$ cat config.mk
export PLATFORM = sky130hd
export DESIGN_NAME = tsmr_mul
export DESIGN_NICKNAME = d
export VERILOG_FILES = /design/src/hdl/tsmr_pkg.sv /design/src/hdl/tsmr_mul.sv
export SDC_FILE = /design/constraint.sdc
export NUM_CORES = 2
export LEC_CHECK = 0
export BUFFER_PORTS_ARGS = -buffer_cell sky130_fd_sc_hd__buf_2
export CAP_MARGIN = 20
export CORE_UTILIZATION = 45
export CTS_CLUSTER_SIZE = 25
export DETAILED_ROUTE_END_ITERATION = 12
export GPL_ROUTABILITY_DRIVEN = 0
export MAX_ROUTING_LAYER = met4
export PLACE_DENSITY = 0.74
export SYNTH_ARGS = -nofsm -noshare
export SYNTH_HDL_FRONTEND = slang
export SYNTH_SLANG_ARGS = --single-unit
$ cat constraint.sdc
create_clock -name clk -period 6.75 [get_ports clk]
set_input_delay 0.3375 -clock clk [delete_from_list [all_inputs] [get_ports clk]]
set_output_delay 0.3375 -clock clk [all_outputs]
set_load 0.02 [all_outputs]
$ cat src/hdl/tsmr_pkg.sv
// ----------------------------------------------------------------------------
// tsmr_pkg
// Shared types and constants of the track segment map recorder.
// ----------------------------------------------------------------------------
`default_nettype none

package tsmr_pkg;

  localparam int PULSE_W = 24;   // pulse counts and stored lengths
  localparam int FACT_W  = 24;   // Q8.16 conversion factors
  localparam int RLIM_W  = 27;   // radius threshold
  localparam int PWR_W   = 16;   // drive power
  localparam int LONG_W  = 23;   // long straight threshold
  localparam int Q_SHIFT = 16;

  // Shared multiplier operand widths: the radius check multiplies
  // (limit + 1) by |difference|, which sets both operand widths.
  localparam int MUL_A_W = RLIM_W + 1;
  localparam int MUL_B_W = PULSE_W + 1;
  localparam int MUL_P_W = MUL_A_W + MUL_B_W;

  localparam int APB_AW = 5;
  localparam int APB_DW = 32;

  typedef enum logic [2:0] {
    REG_MM_PER_PULSE  = 3'd0,
    REG_PULSES_PER_MM = 3'd1,
    REG_RADIUS_LIMIT  = 3'd2,
    REG_STRAIGHT_PWR  = 3'd3,
    REG_CURVE_PWR     = 3'd4,
    REG_LONG_MM       = 3'd5
  } reg_idx_t;

  typedef enum logic [2:0] {
    FUNC_CLEAR   = 3'd0,
    FUNC_RECORD  = 3'd1,
    FUNC_REWIND  = 3'd2,
    FUNC_QUERY   = 3'd3,
    FUNC_ADVANCE = 3'd4
  } func_t;

  typedef enum logic [3:0] {
    ST_IDLE,
    ST_MUL_L,
    ST_MUL_R,
    ST_SAT_R,
    ST_SUMDIF,
    ST_RATIO,
    ST_STORE,
    ST_QMUL,
    ST_QOUT
  } state_t;

endpackage

`default_nettype wire

$ cat src/hdl/tsmr_mul.sv
// ----------------------------------------------------------------------------
// tsmr_mul
// Shared unsigned multiplier with a registered product.
// ----------------------------------------------------------------------------
`default_nettype none

module tsmr_mul (
  input  wire logic                          clk,
  input  wire logic                          en,
  input  wire logic [tsmr_pkg::MUL_A_W-1:0]  a,
  input  wire logic [tsmr_pkg::MUL_B_W-1:0]  b,
  output logic      [tsmr_pkg::MUL_P_W-1:0]  prod
);
  import tsmr_pkg::*;

  logic [MUL_P_W-1:0] prod_r;

  always_ff @(posedge clk) begin
    if (en) begin
      prod_r <= MUL_P_W'(a) * MUL_P_W'(b);
    end
  end

  assign prod = prod_r;

endmodule

`default_nettype wire

==> results_dict.tcl <==
set metrics [dict create \
    cts_tree "yes" \
    area_delta_synth_final_pct 12.5 \
    synthesis.nets 3517 \
    die_width_um 236 \
    largest_reg_flops 53 \
    worst_pin_slew_ns 0.733 \
    synth-async-reset-ratio_pct 0 \
    fmax_mhz 152 \
    cts_inserted_buffers 5 \
    cap_violations 0 \
    drv_slew 0 \
    routedWlPerCell_um 16.9 \
    critPathLaunchType "primary input" \
    grt_usage_pct 23.3 \
    cts_max_level 2 \
    multi_input_area_um2 20100 \
    n_fill_cell 4919 \
    fin_util_pct 51.3 \
    coreArea_um2 53800 \
    syn_area_per_cell_um2 9.16 \
    critical_path_arrival_ns 6.71 \
    firstDrtPassIters 6 \
    routed_via_density 5.17 \
    hold_buffers 0 \
    yosys.cell_types.count 56 \
    relSlewSlack_pct 51.1 \
    cp_common_cell "fa_1" \
    crit_chain "buf_12 -> buf_6 -> buf_4 -> and2_4 -> fa_1 -> fa_1 -> fa_1 -> fa_1 -> fa_1 -> fa_1 -> inv_2 -> fa_1 -> inv_2 -> ha_4 -> a21o_1 -> o21bai_4 -> a211oi_2 -> buf_4 -> o211ai_1 -> o211a_1 -> a211oi_4 -> o31ai_2 -> a311oi_1" \
    die_h_um 236 \
    hold_class "primary input to flip-flop" \
    final_nets 3715 \
    placed_cells 3561 \
    cts.sinks 53 \
    rsz0062_at_grt "yes" \
    via_count 18481 \
    min_period_over_period_pct 97.5 \
    portBuffers 107 \
    critical_path_class "primary input to flip-flop" \
    cpPeakStageDelay_ns 0.62 \
    worst_path_max_delay_cell "fa_1" \
    ys_ff_latch 53 \
    final_common_cell "inv_1" \
    grt_max_degree 54 \
    drt_iter0_drc 1136 \
    yosys.area.top_type "fa_1" \
    min_period_ns 6.58 \
    grt_pass1_wl_mm 101 \
    clk_path_buf_depth 2 \
    fin_tns_setup_ns 0 \
    synth_edf_count 53 \
    timing.final.hold_violations 0 \
    netlist_area_um2 24500 \
    row_count 85 \
    postRouteAntennaNets 0 \
    netlist_instances 2679 \
    status "finished, final reports clean" \
    yosysWarnings 0 \
    worstPathRequired_ns 6.88 \
    clk_pin_slew_ns 0.08 \
    grt_overflow 0 \
    drc 0 \
    start_util_pct 45.6 \
    io_pins 108 \
    cts_root_buf "clkbuf_16" \
    grt_pass1_vias 19826 \
    crit_fanout 14 \
    dp.final_hpwl_mm 53.4 \
    layout-drive-gt1-share_pct 12.8 \
    synth_top_cell_area_share_pct 48.5 \
    synth_ff_type "edfxtp_1" \
    antenna_found_initial 3 \
    layout.cells.most_common_list "inv_1 (660), fa_1 (592), nand2_1 (373), and2_1 (357), buf_4 (220)" \
    synth.area.top_cells "fa_1 (49%), inv_1 (10%), ha_1 (9.6%), and2_1 (9.2%), edfxtp_1 (6.5%)" \
    dieArea_um2 55500 \
    end_kind "flip-flop" \
    finalSetupViolations 0 \
    seq_area_um2 1590 \
    wl_mm 60.6 \
    ys_seq_area_share_pct 6.49 \
    final_cell_count_no_fill 3576 \
]
[cell families after synthesis]
group | count (synthesis) | synth area share [%]
buf+inv | 794 | 12.2
simple gates | 836 | 17.1
compound gates | 164 | 4.35
xor+xnor | 49 | 1.75
fa+ha+maj | 783 | 58.1
flops | 53 | 6.49
[worst paths after layout]
kind | cells past startpoint | startpoint | slack, ns | end
max | 23 | a[6] | 0.17 | prod[51]
min | 2 | b[0] | 0.71 | prod[0]
[synth_stat cells, types with 11 or more instances]
cell type and count:
and2_1 361, nand2_1 375, nand3_1 14, ha_1 188
edfxtp_1 53, inv_1 662, a21o_1 14, xor2_1 21
clkbuf_1 124, a21oi_1 54, o21ai_1 16, xnor2_1 28
nor2_1 31, fa_1 595, o21ai_0 23, nand4_1 11
[final cells by class]
cell class	instances	share of cell area, %
Clock inverter	2	0.141
Inverter	662	9.00
Tap cell	696	3.15
Antenna cell	3	0.0272
Timing Repair Buffer	323	8.60
Sequential cell	53	5.77
Clock buffer	5	0.453
Multi-Input combinational cell	1832	72.9
[metal layers]
metal / share of wire [%] / GRT usage (%) / up-vias / wire length (um)
met5: 0 / - / - / 0
met4: 3.2 / 6.32 / 0 / 1960
met3: 5.0 / 2.05 / 121 / 3030
met2: 53 / 41.3 / 584 / 32000
met1: 39 / 28.5 / 9562 / 23600
li1: - / - / 8214 / -
[repair_timing]
action                                  CTS  global route
buffers inserted                          0             5
endpoints found under the setup margin    2            13
resized for setup                         2           105
pin swaps                                 0            26
endpoints found under the hold margin     0             0
[metrics by stage]
stage / worst slack [ns] / instance area (um^2) / hold slack, ns
2_1_floorplan: 0.0148 / 24600 / 0.450
3_3_place_gp: -0.264 / 27100 / 0.780
3_5_place_dp: -0.318 / 27100 / 0.784
4_1_cts: 0.00337 / 27300 / 0.696
5_1_grt: -0.0417 / 27600 / 0.709
6_report: 0.167 / 27600 / 0.707
[critical path: cells and delay by family]
kind	cells	cell delay, ns
adders and majority gates	8	3.93
and+or+nand+nor	1	0.15
AOI/OAI and AO/OA	8	1.66
buffers and inverters	6	0.62
Power is left out: the tool's default activity adds up to more than one toggle a clock period on the data nets, which glitch-free logic cannot reach.
