$ cat config.mk
export PLATFORM = sky130hd
export DESIGN_NAME = tsmr_ram
export DESIGN_NICKNAME = d
export VERILOG_FILES = /design/src/hdl/tsmr_ram.sv
export SDC_FILE = /design/constraint.sdc
export NUM_CORES = 1
export LEC_CHECK = 0
export ABC_AREA = 1
export BUFFER_PORTS_ARGS = -buffer_cell sky130_fd_sc_hd__buf_2
export CAP_MARGIN = 5
export CORE_ASPECT_RATIO = 1.25
export CORE_UTILIZATION = 35
export DETAILED_ROUTE_END_ITERATION = 7
export PLACE_DENSITY = 0.48
export RECOVER_POWER = 50
export SYNTH_ARGS = -nofsm -noshare
export SYNTH_HDL_FRONTEND = slang
export SYNTH_SLANG_ARGS = --single-unit
$ cat constraint.sdc
create_clock -name clk -period 1.9 [get_ports clk]
set_input_delay 0.095 -clock clk [delete_from_list [all_inputs] [get_ports clk]]
set_output_delay 0.095 -clock clk [all_outputs]
set_load 0.05 [all_outputs]
$ cat src/hdl/tsmr_ram.sv
// ----------------------------------------------------------------------------
// tsmr_ram
// Generic single write port, single read port RAM with registered read.
// ----------------------------------------------------------------------------
`default_nettype none

module tsmr_ram #(
  parameter int WIDTH = 8,
  parameter int DEPTH = 64,
  parameter int AW    = $clog2(DEPTH)
) (
  input  wire logic             clk,
  input  wire logic             we,
  input  wire logic [AW-1:0]    waddr,
  input  wire logic [WIDTH-1:0] wdata,
  input  wire logic [AW-1:0]    raddr,
  output logic      [WIDTH-1:0] rdata
);

  logic [WIDTH-1:0] mem_r [DEPTH];
  logic [WIDTH-1:0] rdata_r;

  always_ff @(posedge clk) begin
    if (we) begin
      mem_r[waddr] <= wdata;
    end
    rdata_r <= mem_r[raddr];
  end

  assign rdata = rdata_r;

endmodule

`default_nettype wire

==> results.json, run 1 <==
{
  "drive_gt1_share_pct": 10.5,
  "synth_seq_cells": 520,
  "place_inst": 2609,
  "min_path_type": "in2reg",
  "maxCapViolCount": 4,
  "avgRoutedWirePerCell_um": 21.7,
  "final.period_utilization_pct": 81.8,
  "switching_share_pct": 22.7,
  "cpMostUsedCell": "buf_2",
  "yosysTopAreaCell": "edfxtp_1",
  "ir_drop_v": 0.000728,
  "end_kind": "flop",
  "cts.sinks": 520,
  "grtUsageTotal_pct": 19.2,
  "critPathKind": "in2reg",
  "cp_max_fo": 64,
  "utilization_pct": 40.7,
  "cts_root_buf": "clkbuf_16",
  "outcome": "finished, violations left",
  "stdcell_area_mm2": 0.0244,
  "drv_slew": 231,
  "drt-initial-drc-count": 816,
  "dp_hpwl_um": 35100,
  "fin_cells": 2706,
  "synth_compound_area_share_pct": 0,
  "wl_met2_um": 29600,
  "met3_length_um": 2120,
  "port_buffers": 29,
  "ys_top_cells_by_area": "edfxtp_1 (72%), nand2_1 (11%), nand3_1 (10%)",
  "multi_input_area_mm2": 0.00495,
  "start_util_pct": 35.6,
  "fp.dieW_um": 223,
  "syn2layout_area_growth_pct": 14.4,
  "die_h_um": 278,
  "synth_commonest_cells": "nand2_1 (648), edfxtp_1 (512), nand3_1 (439)",
  "dr.pass1.iters": 5,
  "grt-ovfl-total": 0,
  "via_count": 13715,
  "core_mm2": 0.0599,
  "total_power_mw": 24.6,
  "yosysMostFrequentCell": "nand2_1",
  "muxShareOfSynthArea_pct": 0,
  "power_density_mw_per_mm2": 1010,
  "tightest_slew_ns": 1.68,
  "syn_area_mm2": 0.0213,
  "clkPwrFrac_pct": 41.3,
  "syn-num-nets": 1827,
  "via_per_inst": 5.07,
  "fin_skew_ns": 0.0147,
  "m1WireLength_um": 25300,
  "clock.fmax_mhz": 644,
  "fin_tns_setup_ns": 0,
  "slew_headroom_pct": -11.8,
  "grt_pass1_vias": 13613,
  "synth_warnings": 0,
  "synth_top_family_by_area": "simple AND/OR/NAND/NOR gates",
  "ys_seq_area_share_pct": 72.8,
  "synth_xor_area_share_pct": 0,
  "synthCells": 1805,
  "clk_latency_ns": 0.60,
  "p_int_mw": 19.0,
  "timing_hold_violations_final": 0,
  "crit_path_start_kind": "input port",
  "boundaryPins": 30,
  "maxUsedRoutingLayer": "met5",
  "clk_pin_slew_ns": 0.06,
  "die-area_mm2": 0.0620,
  "cp.required_ns": 2.10,
  "violations": "capacitance limit, slew limit",
  "ant_nets": 0,
  "n_fill_cell": 5650,
  "gp_congestion": 0.819,
  "synth_simple_gate_area_share_pct": 23.2,
  "ys.flop_type": "edfxtp_1",
  "synthAdderAreaFrac_pct": 0,
  "max-clock-path-buffers": 3,
  "place_area_mm2": 0.0229,
  "cts_tree": "done",
  "power_leakage_nw": 8.81,
  "drt_wl_total_um": 58800,
  "cts_buffers": 50,
  "period_needed_ns": 1.55,
  "grt_pass1_wl_um": 88300,
  "path_cells": "dlygate4sd3_1 > buf_2 > buf_2",
  "synth_cell_type_count": 16,
  "slowest_stage": "buf_2",
  "grt_max_degree": 65,
  "synth-edff-count": 512,
  "rows": 100,
  "drc": 0,
  "max_stage_delay_ns": 0.97,
  "cp.arrival_ns": 1.75,
  "switching_power_mw": 5.56,
  "seq_power_share_pct": 51.9,
  "post_cts.repair.setup_buffers": 0,
  "async_flop_share_pct": 0,
  "nets": 1922,
  "setup_viol": 0,
  "yosysTopAreaCellShare_pct": 72.0,
  "cts-htree-levels": 2,
  "syn_avg_cell_area_um2": 11.8,
  "combPwrFrac_pct": 6.8,
  "grt_antenna_before_repair": 3,
  "regArea_mm2": 0.0155,
  "rsz0062_at_grt": "no"
}
[metal layers]
layer,global-route usage (%),up-vias
met1,24.5,6846
met5,0,-
met4,6.76,4
li1,-,6535
met3,2.85,93
met2,33.1,237
[cells by family after synthesis]
family | count (synthesis)
simple gates | 1160
buf+inv | 125
flops | 520
[layout by cell type, fill, tap and decap left out]
master / Yosys / layout
clkbuf_1: 15 / 37
inv_6: 1 / 1
buf_12: 0 / 19
clkbuf_8: 0 / 7
nand2_1: 648 / 648
diode_2: 0 / 1
buf_2: 37 / 23
inv_1: 10 / 9
nand4_1: 9 / 9
dfxtp_1: 8 / 8
inv_4: 0 / 1
bufinv_16: 0 / 4
edfxtp_1: 512 / 512
clkinvlp_4: 0 / 1
clkinv_1: 0 / 7
nand3_1: 439 / 439
dlygate4sd3_1: 0 / 4
clkinv_2: 0 / 8
clkbuf_2: 0 / 4
inv_2: 1 / 1
clkbuf_16: 0 / 53
clkinv_4: 0 / 1
nor4_1: 8 / 8
buf_4: 14 / 80
nor2_1: 56 / 56
[critical path: cells and delay by family]
kind                   cells  cell delay (ns)
buffers and inverters      3             1.58
[repair_timing]
| action | in CTS | in global routing |
|---|---|---|
| hold endpoints to repair | 44 | 0 |
| hold buffers | 4 | 0 |
| setup endpoints to repair | 0 | 0 |
| resized for setup | 0 | 0 |
[through the flow]
step | hold slack, ns | setup WS (ns)
2_1_floorplan | 0.194 | 0.0389
3_3_place_gp | 0.488 | 0.116
3_5_place_dp | 0.494 | 0.108
4_1_cts | 0.00875 | 0.368
5_1_grt | 0.0832 | 0.267
6_report | 0.0882 | 0.346
[cell type report]
type | count | share of cell area (%)
Inverter | 12 | 0.215
Antenna cell | 1 | 0.0103
Timing Repair Buffer | 156 | 5.18
Clock inverter | 21 | 0.830
Clock buffer | 71 | 5.96
Sequential cell | 520 | 63.6
Tap cell | 765 | 3.92
Multi-Input combinational cell | 1160 | 20.3
[power groups by stage]
stage,registers [mW],clock network (mW),logic [mW]
final,12.7,10.1,1.68
after global routing,12.7,10.7,1.84
after CTS,12.7,10.4,1.73
after detailed placement,13.0,0,1.72
after global placement,13.0,0,1.72
after floorplan,13.0,0,0.892
[flip-flops by register name, summed over array words and instances, names as in the netlist]
register  flops
rdata         8
mem_r       512
[final timing paths]
check                                       startpoint                     end  slack [ns]  depth (start not counted)
worst max register to register  mem_r[27][7]$_DFFE_PP_        rdata[7]$_DFF_P_        0.42                          8
worst min register to register  mem_r[60][2]$_DFFE_PP_        rdata[2]$_DFF_P_        0.83                          8
worst max-delay path                          wdata[6]  mem_r[40][6]$_DFFE_PP_        0.35                          3
worst min-delay path                          raddr[4]        rdata[2]$_DFF_P_        0.09                          4
Power figures use the tool's default switching activity.
==> inputs of run 2 (changes only) <==
--- a/config.mk
+++ b/config.mk
@@ -11,7 +11,7 @@
 export CORE_ASPECT_RATIO = 1.25
 export CORE_UTILIZATION = 35
 export DETAILED_ROUTE_END_ITERATION = 7
-export PLACE_DENSITY = 0.48
+export PLACE_DENSITY = 0.46
 export RECOVER_POWER = 50
 export SYNTH_ARGS = -nofsm -noshare
 export SYNTH_HDL_FRONTEND = slang
==> constraint.sdc (replaced) <==
create_clock -name clk -period 1.55 [get_ports clk]
set_input_delay 0.0775 -clock clk [delete_from_list [all_inputs] [get_ports clk]]
set_output_delay 0.0775 -clock clk [all_outputs]
set_load 0.05 [all_outputs]
==> results.json, run 2 (synthesis results as in run 1) <==
{
  "power_density_mw_per_mm2": 1220,
  "drv_slew": 65,
  "maxCapViolCount": 1,
  "drt_wl_total_um": 57100,
  "layout_common_cells": "nand2_1 (648), edfxtp_1 (512), nand3_1 (439), buf_4 (100), nor2_1 (56)",
  "max-clock-path-buffers": 3,
  "nets": 1945,
  "max_stage_delay_ns": 0.44,
  "cts-htree-levels": 2,
  "syn2layout_area_growth_pct": 15.9,
  "die-area_mm2": 0.0620,
  "crit_cells": 1,
  "place_inst": 2626,
  "path_buf_inv": 1,
  "port_buffers": 29,
  "timing_hold_violations_final": 0,
  "cp_max_fo": 1,
  "post_cts.repair.setup_buffers": 0,
  "period_needed_ns": 1.42,
  "cts_buffers": 52,
  "dp_hpwl_um": 34000,
  "layout_commonest_cell": "nand2_1",
  "reg2reg_depth": 8,
  "grt_pass1_wl_um": 86900,
  "die_h_um": 278,
  "via_per_inst": 5.00,
  "r2r_start": "mem_r[51][7]$_DFFE_PP_",
  "total_power_mw": 30.2,
  "end_kind": "output pin",
  "cts_tree": "done",
  "m1WireLength_um": 24900,
  "stdcell_area_mm2": 0.0247,
  "clk_pin_slew_ns": 0.06,
  "drc": 0,
  "cts_resized": 0,
  "ir_drop_v": 0.000934,
  "outcome": "finished, violations left",
  "rows": 100,
  "startpoint": "rdata[6]$_DFF_P_",
  "cp.required_ns": 1.47,
  "boundaryPins": 30,
  "n_fill_cell": 5654,
  "maxUsedRoutingLayer": "met5",
  "regArea_mm2": 0.0155,
  "drive_gt1_share_pct": 12.1,
  "grt_pass1_vias": 13768,
  "grt-ovfl-total": 0,
  "grt_max_degree": 81,
  "critPathTopFamily": "flip-flops",
  "rsz0062_at_grt": "no",
  "fp.dieW_um": 223,
  "fin_skew_ns": 0.0204,
  "ant_nets": 0,
  "dr.pass1.iters": 5,
  "grtUsageTotal_pct": 18.7,
  "top_register": "mem_r",
  "drt-initial-drc-count": 1014,
  "core_mm2": 0.0599,
  "via_count": 13662,
  "start_util_pct": 35.6,
  "min_path_type": "in2reg",
  "cts_root_buf": "clkbuf_16",
  "clock.fmax_mhz": 702,
  "power_leakage_nw": 9.02,
  "cp.arrival_ns": 1.35,
  "avgRoutedWirePerCell_um": 20.9,
  "switching_share_pct": 22.7,
  "multi_input_area_mm2": 0.00495,
  "met3_length_um": 2170,
  "antenna_cells": 0,
  "cts.sinks": 520,
  "p_int_mw": 23.3,
  "hold_depth": 5,
  "clkPwrFrac_pct": 41.3,
  "critPathKind": "reg2out",
  "crit_path_start_kind": "flop",
  "place_area_mm2": 0.0231,
  "violations": "capacitance limit, slew limit",
  "gp_congestion": 0.818,
  "slew_headroom_pct": -3.62,
  "seq_power_share_pct": 51.8,
  "combPwrFrac_pct": 6.9,
  "wl_met2_um": 28000,
  "switching_power_mw": 6.84,
  "final.period_utilization_pct": 91.9,
  "path_cells": "buf_2",
  "tightest_slew_ns": 1.55,
  "largest_reg_flops": 512,
  "setup_viol": 0,
  "clk_latency_ns": 0.60,
  "slowest_stage": "dfxtp_1",
  "grt_antenna_before_repair": 1,
  "hp-start": "raddr[4]",
  "fin_cells": 2732
}
-- run 2: cell count changes in the layout (fill, tap and decap cells not counted), sizes merged --
cell / change
clkbuf: -10
dlygate4sd3: +4
clkinv: +6
diode: -1
buf: +28
clkinvlp: -1
-- run 2: power groups by stage --
stage,registers (mW),logic [mW],clock network (mW)
floorplan,16.0,1.09,0
global placement,15.9,2.13,0
detailed placement,15.9,2.14,0
CTS,15.6,2.16,12.8
global route,15.6,2.29,13.3
finish,15.6,2.09,12.5
-- run 2: worst paths after layout --
path,end,slack [ns]
min reg2reg,rdata[4]$_DFF_P_,0.84
min,rdata[0]$_DFF_P_,0.08
max,rdata[6],0.13
max reg2reg,rdata[7]$_DFF_P_,0.14
-- run 2: metal layers --
metal | up-vias | GRT usage [%]
met1 | 6709 | 24.2
met3 | 107 | 2.87
met5 | - | 0
li1 | 6580 | -
met4 | 2 | 6.68
met2 | 264 | 31.8
-- run 2: cell type report --
type                            count  share of cell area, %
Inverter                           12                  0.223
Clock inverter                     26                  0.931
Sequential cell                   520                   62.8
Timing Repair Buffer              177                   6.29
Clock buffer                       72                   5.86
Tap cell                          765                   3.87
Multi-Input combinational cell   1160                   20.0
-- run 2: through the flow --
stage / setup slack, ns / TNS (ns) / hold WS (ns) / utilization [%]
2_1_floorplan: -0.294 / -18.79 / 0.176 / -
3_3_place_gp: -0.0128 / -0.0174 / 0.481 / 38.5
3_5_place_dp: -0.0306 / -0.0596 / 0.482 / 38.5
4_1_cts: 0.0888 / 0 / 0.00649 / 41.5
5_1_grt: 0.0899 / 0 / 0.0908 / 41.3
6_report: 0.126 / 0 / 0.0838 / 41.3
-- run 2: what timing repair did --
action                                 4_1_cts  5_1_grt
endpoints found under the hold margin      113        0
setup endpoints to repair                    0        0
hold buffers                                 8        0
